--- src/sv/pfs_pkg.sv ---
// Package for planck_fraction_series: widths, fixed-point constants and the
// request types of the shared multiplier and divider. No dependencies.
package pfs_pkg;

    localparam int FRAC_BITS = 48;
    localparam int MAX_TERMS = 33;
    localparam int OUT_W     = FRAC_BITS + 1;
    localparam int NM_W      = 24;
    localparam int TK_W      = 16;
    localparam int TERMS_W   = 6;
    localparam int FRAC_SH   = 52 - FRAC_BITS;

    localparam logic [43:0] Q44_MAX   = 44'hFFF_FFFF_FFFF;
    localparam logic [63:0] Y_NUM     = 64'd42949672960000000;
    localparam logic [63:0] C2_Q32    = 64'd6179555996;
    localparam logic [63:0] T74_Q32   = 64'd31782757990;
    localparam logic [63:0] T42_Q32   = 64'd18038862643;
    localparam logic [63:0] T045_Q32  = 64'd1932735283;
    localparam logic [63:0] K23_Q32   = 64'd9878424781;
    localparam logic [63:0] K1296_Q32 = 64'd55662776156;
    localparam logic [63:0] K4666_Q32 = 64'd200403174031;
    localparam logic [63:0] KMAX_Q32  = 64'(MAX_TERMS) << 32;
    localparam logic [63:0] LN2_Q32   = 64'd2977044472;
    localparam logic [63:0] SCALE_Q32 = 64'd661382014;
    localparam logic [63:0] THREE_Q32 = 64'd3 << 32;
    localparam logic [63:0] SIX_Q32   = 64'd6 << 32;
    localparam logic [63:0] ONE_Q62   = 64'd1 << 62;
    localparam logic [63:0] ONE_Q52   = 64'd1 << 52;
    localparam logic [5:0]  K_LIMIT   = 6'd52;
    localparam logic [4:0]  TAYLOR_N  = 5'd20;
    // t at or above this gives k above K_LIMIT
    localparam logic [63:0] KOVF_Q32  = LN2_Q32 * 64'(K_LIMIT + 6'd1);

    typedef struct packed {
        logic        start;
        logic [63:0] a;
        logic [63:0] b;
        logic        sel62;
    } mul_req_t;

    typedef struct packed {
        logic        start;
        logic [63:0] dividend;
        logic [63:0] divisor;
    } div_req_t;

    function automatic logic [23:0] pow4(input logic [5:0] n);
        logic [11:0] n2;
        n2 = 12'(n) * 12'(n);
        return 24'(n2) * 24'(n2);
    endfunction

endpackage

--- src/sv/pfs_mul.sv ---
// Shared 64x64 multiplier: one 32x32 partial product per cycle, result
// floor(a*b/2^32) or floor(a*b/2^62), low 64 bits. Depends on pfs_pkg.
module pfs_mul (
    input  logic              clk,
    input  logic              rst_n,
    input  pfs_pkg::mul_req_t req,
    output logic              done,
    output logic [63:0]       res
);
    import pfs_pkg::*;

    logic         busy_reg;
    logic [2:0]   cnt_reg;
    logic         done_reg;
    logic [63:0]  a_reg;
    logic [63:0]  b_reg;
    logic         sel_reg;
    logic [63:0]  pp_reg;
    logic [127:0] acc_reg;
    logic [1:0]   idx;
    logic [1:0]   pidx;
    logic [31:0]  a_part;
    logic [31:0]  b_part;
    logic [127:0] pp_sh;

    always_comb
    begin
        idx    = cnt_reg[1:0];
        pidx   = 2'(cnt_reg - 3'd1);
        a_part = idx[1] ? a_reg[63:32] : a_reg[31:0];
        b_part = idx[0] ? b_reg[63:32] : b_reg[31:0];
        case (pidx)
            2'd0:    pp_sh = {64'd0, pp_reg};
            2'd1:    pp_sh = {32'd0, pp_reg, 32'd0};
            2'd2:    pp_sh = {32'd0, pp_reg, 32'd0};
            2'd3:    pp_sh = {pp_reg, 64'd0};
            default: pp_sh = '0;
        endcase
    end

    always_ff @(posedge clk or negedge rst_n)
    begin
        if (!rst_n)
        begin
            busy_reg <= 1'b0;
            cnt_reg  <= '0;
            done_reg <= 1'b0;
        end
        else
        begin
            done_reg <= 1'b0;
            if (req.start)
            begin
                busy_reg <= 1'b1;
                cnt_reg  <= '0;
            end
            else if (busy_reg)
            begin
                cnt_reg <= cnt_reg + 3'd1;
                if (cnt_reg == 3'd4)
                begin
                    busy_reg <= 1'b0;
                    done_reg <= 1'b1;
                end
            end
        end
    end

    always_ff @(posedge clk)
    begin
        if (req.start)
        begin
            a_reg   <= req.a;
            b_reg   <= req.b;
            sel_reg <= req.sel62;
            acc_reg <= '0;
        end
        else if (busy_reg)
        begin
            if (cnt_reg != 3'd4)
                pp_reg <= 64'(a_part) * 64'(b_part);
            if (cnt_reg != 3'd0)
                acc_reg <= acc_reg + pp_sh;
        end
    end

    assign done = done_reg;
    assign res  = sel_reg ? acc_reg[125:62] : acc_reg[95:32];

endmodule

--- config.mk ---
export PLATFORM = sky130hd
export DESIGN_NAME = pfs_mul
export DESIGN_NICKNAME = d
export VERILOG_FILES = /design/src/sv/pfs_pkg.sv /design/src/sv/pfs_mul.sv
export SDC_FILE = /design/constraint.sdc
export NUM_CORES = 2
export LEC_CHECK = 0
export ABC_AREA = 0
export BUFFER_PORTS_ARGS = -buffer_cell sky130_fd_sc_hd__buf_2
export CAP_MARGIN = 25
export CELL_PAD_IN_SITES_DETAIL_PLACEMENT = 0
export CELL_PAD_IN_SITES_GLOBAL_PLACEMENT = 2
export CORE_MARGIN = 4
export CORE_UTILIZATION = 44
export CTS_CLUSTER_SIZE = 25
export DETAILED_ROUTE_END_ITERATION = 8
export GPL_TIMING_DRIVEN = 1
export PLACE_DENSITY = 0.86
export SLEW_MARGIN = 25
export SYNTH_ARGS = -nofsm -noshare
export SYNTH_HDL_FRONTEND = slang
export SYNTH_SLANG_ARGS = --single-unit
--- constraint.sdc ---
create_clock -name clk -period 14.8 [get_ports clk]
set_input_delay 1.48 -clock clk [delete_from_list [all_inputs] [get_ports clk]]
set_output_delay 1.48 -clock clk [all_outputs]
set_load 0.02 [all_outputs]
==> results.py <==
metrics = {
    "flow_run": {
        "cap_viol_max_count": 0,
    },
    "grt": {
        "grt_use_total": 0.316,
        "grt_pass1_wl_um": 295000,
        "grt-ovfl-total": 0,
        "grt_pass1_vias": 44961,
        "grt_max_degree": 75,
        "grt_antenna_before_repair": 6,
    },
    "synthesis": {
        "synth_edf_count": 193,
        "synth_top_area_frac": 0.338,
        "synth_cell_types": 93,
        "synth.avg_cell_area_um2": 8.88,
        "seq_area_frac_synth": 0.159,
        "synth_nets": 7404,
        "synth_area_leaders": "fa_1 (34%), edfxtp_1 (11%), ha_1 (9.2%), inv_1 (6.8%), nand2_1 (5.6%)",
        "yosysTopAreaCell": "fa_1",
        "synth-seq-cells": 324,
        "synth_area_um2": 53100,
        "yosys_warnings": 0,
        "ys.flop_type": "edfxtp_1",
        "async_flop_share": 0.0154,
        "postSynthCellCount": 5984,
    },
    "worst_setup_path": {
        "worstSetupPathType": "reg -> reg",
        "worstPathArrival_ns": 10.37,
        "required_ns": 15.15,
        "cp_slowest_cell": "dfrtp_4",
        "start_kind": "register",
        "critPathCaptureType": "register",
        "worst_path_largest_cell_delay_ns": 0.74,
        "worstPathMaxFanout": 40,
        "crit_top_cell": "fa_1",
    },
    "finish": {
        "drive_gt1_frac": 0.0965,
        "final_core_util": 0.478,
        "syn2layout_area_growth_pct": 7.82,
        "fin_nets": 7422,
        "largest_reg_flops": 126,
    },
    "placement": {
        "port_buffers": 196,
        "dpl.hpwl_um": 155000,
        "post-place-ws_ns": 4.90,
        "globalplace.congestion": 0.969,
    },
    "clocking": {
        "cts-resized-gates": 0,
        "cts_tree": "built",
        "clockRootBuffer": "clkbuf_16",
        "cts_hold_buf": 0,
        "cts_max_level": 2,
        "clock_sinks": 324,
        "cts_buffers": 41,
        "insertion_delay_ns": 0.63,
        "cts.clk_slew.worst_paths_ns": 0.06,
        "post_cts_buffers": 0,
        "cts.path.max_buffers": 3,
    },
    "timing": {
        "tightest_slew_ns": 1.05,
        "finalSetupTns_ns": 0,
        "fin_hold_ws_ns": 0.458,
        "setup_viol": 0,
        "timing.final.crit_share": 0.677,
        "final.setup.worst_slack_ns": 4.78,
        "grt_setup_unrepaired": "false",
        "timing.fmax_ghz": 0.0998,
        "hold_viol": 0,
        "fin_crit_ns": 10.02,
        "drv_slew": 0,
        "worst_slew_margin_rel": 0.284,
        "clock_skew_ns": 0.0243,
    },
    "floorplanning": {
        "coreArea_um2": 120000,
        "start_util": 0.443,
        "pin_count": 197,
        "die_h_um": 356,
        "die_w_um": 356,
        "die_area_um2": 126000,
        "rows": 127,
    },
    "route": {
        "drt_wl_total_um": 200000,
        "drcViolationCount": 0,
        "dr.pass1.iters": 6,
        "first_iter_violations": 3931,
        "viasPerCell": 5.65,
        "wire_per_inst_um": 26.1,
        "num_vias": 43222,
        "ant_nets": 0,
    },
    "run_status": {
        "status": "finished clean",
    },
    "hold_path": {
        "min_path_type": "reg -> reg",
    },
}
cell families (layout without fill, tap and decap cells):
| family | count (synthesis) | in the layout | share of synthesized area |
|---|---|---|---|
| simple gates | 1842 | 1842 | 0.144 |
| compound gates | 891 | 891 | 0.108 |
| fa+ha+maj | 1288 | 1288 | 0.430 |
| flops | 324 | 324 | 0.159 |
| buf+inv | 1261 | 1309 | 0.0896 |
| mux | 194 | 194 | 0.0396 |
| other cells | 0 | 4 | 0 |
| xor+xnor | 184 | 184 | 0.0303 |
placed cells by master, fill, tap and decap left out, types with 19 or more instances in the layout:
cell type,synthesis,routed
a22o_1,73,73
buf_4,4,82
nand2_1,799,799
nand4_1,79,79
inv_1,958,958
clkbuf_16,0,42
nor2_1,731,728
and2_1,67,67
o21ai_1,23,22
edfxtp_1,193,193
dfxtp_1,126,126
o21bai_1,58,58
o21a_1,24,24
nor3_1,33,33
a21o_1,67,67
nand3_1,36,36
xor2_1,62,62
nand2b_1,21,21
xnor2_1,122,122
mux2i_2,0,47
o31ai_1,19,19
a21oi_1,325,324
fa_1,897,897
ha_1,391,389
o21ai_0,164,164
a31oi_1,20,20
buf_2,10,195
mux2_2,123,123
Yosys cell counts, drive strengths merged, types with 24 or more instances:
master	instances
fa	897
nand3	37
o21ai	192
and2	67
mux2i	65
nor3	34
clkbuf	270
nor2	732
o21a	24
nand2	800
ha	391
inv	958
a21oi	329
edfxtp	193
buf	33
nand4	79
a22o	73
xnor2	122
o21bai	59
dfxtp	126
mux2	129
a21o	67
xor2	62
critical path: cells and delay by family (launching register included):
family / cells / cell delay, ns
flip-flops: 1 / 0.74
AND/OR/NAND/NOR: 2 / 0.34
AO/OA/AOI/OAI: 10 / 2.44
multiplexers: 1 / 0.33
XOR/XNOR: 1 / 0.09
buffers and inverters: 8 / 1.37
adder cells (fa/ha/maj): 9 / 4.35
worst paths after layout:
path	startpoint	end	slack, ns	cells after the start
worst max-delay path	cnt_reg[0]	pp_reg[63]	4.78	31
worst min-delay path	acc_reg[22]	acc_reg[22]	0.46	2
worst max register to register	cnt_reg[0]	pp_reg[63]	4.78	31
worst min register to register	acc_reg[22]	acc_reg[22]	0.46	2
max in group asynchronous	rst_n	cnt_reg[1]	13.71	1
min in group asynchronous	rst_n	done	0.76	1
area by class of cell:
| type | count | area (um2) |
|---|---|---|
| clock inverter | 29 | 344 |
| multi-input combinational | 4399 | 40200 |
| fill | 11674 | 62700 |
| sequential | 324 | 8450 |
| clock buffer | 44 | 1060 |
| inverter | 958 | 3600 |
| tap | 1612 | 2020 |
| antenna | 4 | 10.0 |
| timing repair buffer | 278 | 1610 |
metrics by stage:
step / instance area (um2) / instances
floorplan: 53100 / 5984
global placement: 55900 / 7571
detailed placement: 55900 / 7571
CTS: 57300 / 7644
global route: 57300 / 7644
finish: 57300 / 7648
per-layer routing:
metal	global-route usage	routed length (um)	vias to the layer above
li1	-	-	19086
met1	0.429	82900	21699
met2	0.494	88200	2020
met3	0.0663	18300	417
met4	0.132	10400	0
met5	0	0	-
Power is left out: the tool's default activity adds up to more than one toggle a clock period on the data nets, which glitch-free logic cannot reach.
