--- src/sv/pfs_pkg.sv ---
// Package for planck_fraction_series: widths, fixed-point constants and the
// request types of the shared multiplier and divider. No dependencies.
package pfs_pkg;

    localparam int FRAC_BITS = 48;
    localparam int MAX_TERMS = 33;
    localparam int OUT_W     = FRAC_BITS + 1;
    localparam int NM_W      = 24;
    localparam int TK_W      = 16;
    localparam int TERMS_W   = 6;
    localparam int FRAC_SH   = 52 - FRAC_BITS;

    localparam logic [43:0] Q44_MAX   = 44'hFFF_FFFF_FFFF;
    localparam logic [63:0] Y_NUM     = 64'd42949672960000000;
    localparam logic [63:0] C2_Q32    = 64'd6179555996;
    localparam logic [63:0] T74_Q32   = 64'd31782757990;
    localparam logic [63:0] T42_Q32   = 64'd18038862643;
    localparam logic [63:0] T045_Q32  = 64'd1932735283;
    localparam logic [63:0] K23_Q32   = 64'd9878424781;
    localparam logic [63:0] K1296_Q32 = 64'd55662776156;
    localparam logic [63:0] K4666_Q32 = 64'd200403174031;
    localparam logic [63:0] KMAX_Q32  = 64'(MAX_TERMS) << 32;
    localparam logic [63:0] LN2_Q32   = 64'd2977044472;
    localparam logic [63:0] SCALE_Q32 = 64'd661382014;
    localparam logic [63:0] THREE_Q32 = 64'd3 << 32;
    localparam logic [63:0] SIX_Q32   = 64'd6 << 32;
    localparam logic [63:0] ONE_Q62   = 64'd1 << 62;
    localparam logic [63:0] ONE_Q52   = 64'd1 << 52;
    localparam logic [5:0]  K_LIMIT   = 6'd52;
    localparam logic [4:0]  TAYLOR_N  = 5'd20;
    // t at or above this gives k above K_LIMIT
    localparam logic [63:0] KOVF_Q32  = LN2_Q32 * 64'(K_LIMIT + 6'd1);

    typedef struct packed {
        logic        start;
        logic [63:0] a;
        logic [63:0] b;
        logic        sel62;
    } mul_req_t;

    typedef struct packed {
        logic        start;
        logic [63:0] dividend;
        logic [63:0] divisor;
    } div_req_t;

    function automatic logic [23:0] pow4(input logic [5:0] n);
        logic [11:0] n2;
        n2 = 12'(n) * 12'(n);
        return 24'(n2) * 24'(n2);
    endfunction

endpackage

--- src/sv/pfs_div.sv ---
// Shared 64-bit restoring divider, one quotient bit per cycle.
// Depends on pfs_pkg.
module pfs_div (
    input  logic              clk,
    input  logic              rst_n,
    input  pfs_pkg::div_req_t req,
    output logic              done,
    output logic [63:0]       quo
);
    import pfs_pkg::*;

    logic        busy_reg;
    logic [5:0]  cnt_reg;
    logic        done_reg;
    logic [63:0] q_reg;
    logic [63:0] rem_reg;
    logic [63:0] dvs_reg;
    logic [64:0] trial;
    logic [64:0] diff;
    logic        ge;

    always_comb
    begin
        trial = {rem_reg, q_reg[63]};
        diff  = trial - {1'b0, dvs_reg};
        ge    = trial >= {1'b0, dvs_reg};
    end

    always_ff @(posedge clk or negedge rst_n)
    begin
        if (!rst_n)
        begin
            busy_reg <= 1'b0;
            cnt_reg  <= '0;
            done_reg <= 1'b0;
        end
        else
        begin
            done_reg <= 1'b0;
            if (req.start)
            begin
                busy_reg <= 1'b1;
                cnt_reg  <= '0;
            end
            else if (busy_reg)
            begin
                cnt_reg <= cnt_reg + 6'd1;
                if (cnt_reg == 6'd63)
                begin
                    busy_reg <= 1'b0;
                    done_reg <= 1'b1;
                end
            end
        end
    end

    always_ff @(posedge clk)
    begin
        if (req.start)
        begin
            q_reg   <= req.dividend;
            rem_reg <= '0;
            dvs_reg <= req.divisor;
        end
        else if (busy_reg)
        begin
            q_reg   <= {q_reg[62:0], ge};
            rem_reg <= ge ? diff[63:0] : trial[63:0];
        end
    end

    assign done = done_reg;
    assign quo  = q_reg;

endmodule

--- config.mk ---
export PLATFORM = sky130hd
export DESIGN_NAME = pfs_div
export DESIGN_NICKNAME = d
export VERILOG_FILES = /design/src/sv/pfs_pkg.sv /design/src/sv/pfs_div.sv
export SDC_FILE = /design/constraint.sdc
export NUM_CORES = 1
export LEC_CHECK = 0
export BUFFER_PORTS_ARGS = -buffer_cell sky130_fd_sc_hd__buf_2
export CORE_MARGIN = 8
export CORE_UTILIZATION = 60
export CTS_BUF_LIST = sky130_fd_sc_hd__clkbuf_2
export DETAILED_ROUTE_END_ITERATION = 8
export GPL_ROUTABILITY_DRIVEN = 0
export HOLD_SLACK_MARGIN = 0.12
export PLACE_DENSITY = 0.81
export SETUP_SLACK_MARGIN = 0.02
export SYNTH_ARGS = -nofsm -noshare
export SYNTH_HDL_FRONTEND = slang
export SYNTH_SLANG_ARGS = --single-unit
--- constraint.sdc ---
create_clock -name clk -period 7 [get_ports clk]
set_input_delay 1.4 -clock clk [delete_from_list [all_inputs] [get_ports clk]]
set_output_delay 1.4 -clock clk [all_outputs]
set_load 0.005 [all_outputs]
==> tab_implementation.tex <==
\begin{tabular}{lr}
\hline
Metric & Value \\
\hline
\multicolumn{2}{l}{\textbf{Power and ir drop}} \\
Peak supply drop & about 0.00019 V \\
Power per standard cell area & 349 nW/µm² \\
Leakage dissipation & 5.78 nW \\
Overall power consumption & about 4.7 mW \\
\multicolumn{2}{l}{\textbf{Global route}} \\
Total congestion overflow & 0 \\
Maximum number of pins on one net before global-route repair & 83 \\
Number of global-route vias before repair & approximately 9.6k \\
Global routing usage summed across all routing layers & 23.9\% \\
Global-route wire length before repair & 47,600 µm \\
Antenna violations before repair & 2 \\
\multicolumn{2}{l}{\textbf{Logic synthesis}} \\
Post-Syn Area per Cell & a little under 10 µm² \\
Net Count, Synth & 1,434 \\
Library cell with the largest summed area after synthesis & sky130\_fd\_sc\_hd\_\_edfxtp\_1 \\
Largest cells by area after synthesis & sky130\_fd\_sc\_hd\_\_edfxtp\_1, sky130\_fd\_sc\_hd\_\_dfxtp\_1, sky130\_fd\_sc\_hd\_\_ha\_1 \\
Fraction of registers with async set/reset & 4.00\% \\
Top FF cell, synth & sky130\_fd\_sc\_hd\_\_edfxtp\_1 \\
EDFF count, synth & 128 \\
Number of distinct library cells after synthesis & 76 \\
Number of storage elements in the synthesis netlist & 200 \\
Sequential-to-total area share from yosys stat & about 44\% \\
Total of warnings raised by yosys & 0 \\
Proportion of netlist area held by the largest area contributor & 32.1\% \\
Post-synthesis instance area & about 12,000 µm² \\
Number of instances in the synthesized netlist & 1,237 \\
\multicolumn{2}{l}{\textbf{Status}} \\
Status & completed \\
\multicolumn{2}{l}{\textbf{Layout}} \\
Final core area utilization & around two thirds \\
Most common cell after layout, fill and taps aside & sky130\_fd\_sc\_hd\_\_buf\_2 \\
P\&R area growth vs syn & 11.4\% \\
Most frequent cells in the layout & sky130\_fd\_sc\_hd\_\_buf\_2, sky130\_fd\_sc\_hd\_\_nor2\_1, sky130\_fd\_sc\_hd\_\_edfxtp\_1, sky130\_fd\_sc\_hd\_\_a21oi\_1, sky130\_fd\_sc\_hd\_\_inv\_1 \\
Number of nets in the layout & 1,584 \\
Post-route standard cell area excluding fillers & 13,300 µm² \\
Share of final-layout standard cells stronger than drive strength 1 & 22.4\% \\
Number of non-filler instances in the completed layout & between 1.5k and 2k \\
Filler cells & 1,584 \\
\multicolumn{2}{l}{\textbf{Routing}} \\
Remaining number of nets flagged by the antenna check after routing & 0 \\
Routed length per placed instance & 17.5 µm \\
Final wirelength & $\sim$29,000 µm \\
Overall via count from detail\_route & 9,841 \\
1st-iter DRT viols & between 800 and 900 \\
Drt pass-1 iters & 5 \\
DRC violation count after routing & 0 \\
Via count normalized by instance count & about 5.9 \\
\multicolumn{2}{l}{\textbf{Worst setup path}} \\
Endpoint of the worst setup timing path & rem\_reg[61] \\
Arrival time at the worst endpoint & 4.66 ns \\
Beginning of the worst register-to-register path & dvs\_reg[20] \\
Maximum fanout along the worst path & 80 \\
Beginning of the critical path & dvs\_reg[20] \\
Sort of element at the end of the critical path & flop \\
Setup CP Type & flop to flop \\
R2R Path End & rem\_reg[61] \\
Required time of the critical path & approximately 7.7 ns \\
Number of cells on the worst reg-to-reg path & 12 \\
CP Launch Type & flop \\
Register-to-Register Setup Slack & 3.08 ns \\
\multicolumn{2}{l}{\textbf{STA}} \\
RSZ-0062 raised after global routing & no \\
Final hold vios & 0 \\
Fin Setup TNS & 0 ns \\
Max Clk Rate & 0.255 GHz \\
Worst relative slew slack & approximately 33\% \\
Worst Max-Slew Pin Slew & 0.998 ns \\
Final worst path period share & 56.0\% \\
Finish-stage setup viols & 0 \\
Clk\_skew & 0.0692 ns \\
Final critical delay including setup and external delays & 3.92 ns \\
Number of pins with negative max-slew slack in the final report & 0 \\
\multicolumn{2}{l}{\textbf{Place}} \\
Total instance count after detailed placement & 1,633 \\
HPWL Detailed & 21,800 µm \\
Port-buffer cells & 195 \\
Post-place instance area & $\sim$13,000 µm² \\
\multicolumn{2}{l}{\textbf{Die}} \\
Initial standard-cell utilization of the core & approximately three fifths \\
Die area & 24,700 µm² \\
Die Span X & 157 µm \\
Area of the core & roughly 20,000 µm² \\
Row cnt & 51 \\
Top-level I/O count & 196 \\
Die height & 157 µm \\
\multicolumn{2}{l}{\textbf{Clock tree}} \\
TritonCTS clock tree & built \\
Cell at the root of the clock tree & sky130\_fd\_sc\_hd\_\_clkbuf\_2 \\
Number of buffers on the longest clock path & 2 \\
Number of levels the H-tree was split into & 4 \\
Clock slew seen by the registers of the worst setup and hold paths & 0.36 ns \\
Number of buffers added by the clock tree synthesis step & 17 \\
Post-CTS Hold Buffers & 0 \\
Resized Gates After CTS & 0 \\
Number of setup buffers added after CTS & 0 \\
Clock insertion delay at the later pin of the skew report & 0.83 ns \\
Sinks on Clock Net & 200 \\
\multicolumn{2}{l}{\textbf{Job}} \\
Total of max-cap violations & 0 \\
\multicolumn{2}{l}{\textbf{Worst hold path}} \\
Hold Crit Class & input pin to asynchronous set/reset pin \\
\hline
\end{tabular}
## area by class of cell
| cell class | count | area [µm²] | area share, % |
|---|---|---|---|
| clock buffer | 17 | 85.1 | 0.638 |
| multi-input combinational | 880 | 6030 | 45.2 |
| timing repair buffer | 200 | 1030 | 7.74 |
| clock inverter | 15 | 195 | 1.46 |
| inverter | 88 | 330 | 2.48 |
| sequential | 200 | 5330 | 39.9 |
| tap | 265 | 332 | 2.48 |
| antenna | 4 | 10.0 | 0.0750 |
## metrics by stage
stage	setup slack [ns]	hold slack (ns)
floorplan	3.41	0.462
global placement	3.25	0.480
detailed placement	3.12	0.495
CTS	3.11	0.304
global route	2.75	0.287
finish	3.08	0.375
## kinds of logic (layout without fill, tap and decap cells)
logic type | count (synthesis) | in the layout | synth area share [%]
AO/OA/AOI/OAI | 351 | 351 | 18.4
AND/OR/NAND/NOR | 316 | 316 | 12.4
flip-flops | 200 | 200 | 44.5
buffers and inverters | 157 | 320 | 5.32
multiplexers | 87 | 87 | 8.02
adder cells (fa/ha/maj) | 66 | 66 | 6.96
XOR/XNOR | 60 | 60 | 4.39
other | 0 | 4 | 0
## metal layers
| metal | up-vias | routed length (µm) | global-route usage [%] | part of all wire, % |
|---|---|---|---|---|
| met1 | 4601 | 12800 | 30.5 | 44 |
| met5 | - | 0 | 0 | 0 |
| met3 | 42 | 2750 | 8.55 | 9.4 |
| li1 | 4830 | - | - | - |
| met2 | 368 | 13300 | 38.3 | 45 |
| met4 | 0 | 460 | 5.58 | 1.6 |
## cells in the mapped netlist (3+ instances only)
| cell | number |
|---|---|
| sky130_fd_sc_hd__o21bai_1 | 13 |
| sky130_fd_sc_hd__mux2i_1 | 18 |
| sky130_fd_sc_hd__xnor2_1 | 29 |
| sky130_fd_sc_hd__o31ai_1 | 3 |
| sky130_fd_sc_hd__o211ai_1 | 9 |
| sky130_fd_sc_hd__a211oi_1 | 50 |
| sky130_fd_sc_hd__buf_4 | 6 |
| sky130_fd_sc_hd__and4_1 | 4 |
| sky130_fd_sc_hd__edfxtp_1 | 128 |
| sky130_fd_sc_hd__ha_1 | 65 |
| sky130_fd_sc_hd__nor3_1 | 14 |
| sky130_fd_sc_hd__mux2_2 | 65 |
| sky130_fd_sc_hd__a211o_1 | 3 |
| sky130_fd_sc_hd__a32oi_1 | 9 |
| sky130_fd_sc_hd__a31oi_1 | 11 |
| sky130_fd_sc_hd__nor2_1 | 130 |
| sky130_fd_sc_hd__a21oi_1 | 123 |
| sky130_fd_sc_hd__clkbuf_1 | 44 |
| sky130_fd_sc_hd__dfxtp_1 | 64 |
| sky130_fd_sc_hd__a221o_1 | 3 |
| sky130_fd_sc_hd__a21o_1 | 21 |
| sky130_fd_sc_hd__o21ai_0 | 48 |
| sky130_fd_sc_hd__xor2_1 | 31 |
| sky130_fd_sc_hd__o22ai_1 | 5 |
| sky130_fd_sc_hd__or3_1 | 5 |
| sky130_fd_sc_hd__nand2b_1 | 5 |
| sky130_fd_sc_hd__mux2_1 | 3 |
| sky130_fd_sc_hd__nand3_1 | 12 |
| sky130_fd_sc_hd__a21boi_0 | 3 |
| sky130_fd_sc_hd__nand2_1 | 72 |
| sky130_fd_sc_hd__buf_1 | 4 |
| sky130_fd_sc_hd__buf_2 | 14 |
| sky130_fd_sc_hd__and3_1 | 8 |
| sky130_fd_sc_hd__and2_1 | 4 |
| sky130_fd_sc_hd__dfrtp_1 | 8 |
| sky130_fd_sc_hd__nor2b_1 | 14 |
| sky130_fd_sc_hd__o21ai_1 | 17 |
| sky130_fd_sc_hd__nand4_1 | 29 |
| sky130_fd_sc_hd__nor4_1 | 4 |
| sky130_fd_sc_hd__inv_1 | 88 |
| sky130_fd_sc_hd__o21a_1 | 10 |
## power breakdown
group	internal, mW	switching, mW
Clock	0.134	0.478
Combinational	0.973	1.40
Sequential	1.50	0.171
## critical path, cell delays in order, from the launching register on
cell and delay (ns):
sky130_fd_sc_hd__edfxtp_1 0.41, sky130_fd_sc_hd__inv_1 0.04, sky130_fd_sc_hd__ha_1 0.40, sky130_fd_sc_hd__a21oi_1 0.26, sky130_fd_sc_hd__o21ai_1 0.16, sky130_fd_sc_hd__or3_1 0.40
sky130_fd_sc_hd__a21oi_2 0.16, sky130_fd_sc_hd__o21bai_1 0.19, sky130_fd_sc_hd__a31oi_4 0.63, sky130_fd_sc_hd__buf_12 0.38, sky130_fd_sc_hd__nand2b_1 0.50, sky130_fd_sc_hd__a211o_1 0.16
sky130_fd_sc_hd__o22ai_1 0.07
## worst min-delay path by stage
stage / start / endpoint / cells past startpoint
after global placement: rem_reg[56] / rem_reg[56] / 2
final: rst_n / cnt_reg[0] / 1
after CTS: rst_n / cnt_reg[0] / 1
after detailed placement: rem_reg[17] / rem_reg[17] / 2
after floorplan: rem_reg[48] / rem_reg[48] / 2
after global routing: rst_n / cnt_reg[0] / 1
(Power assumes the default switching activity.)
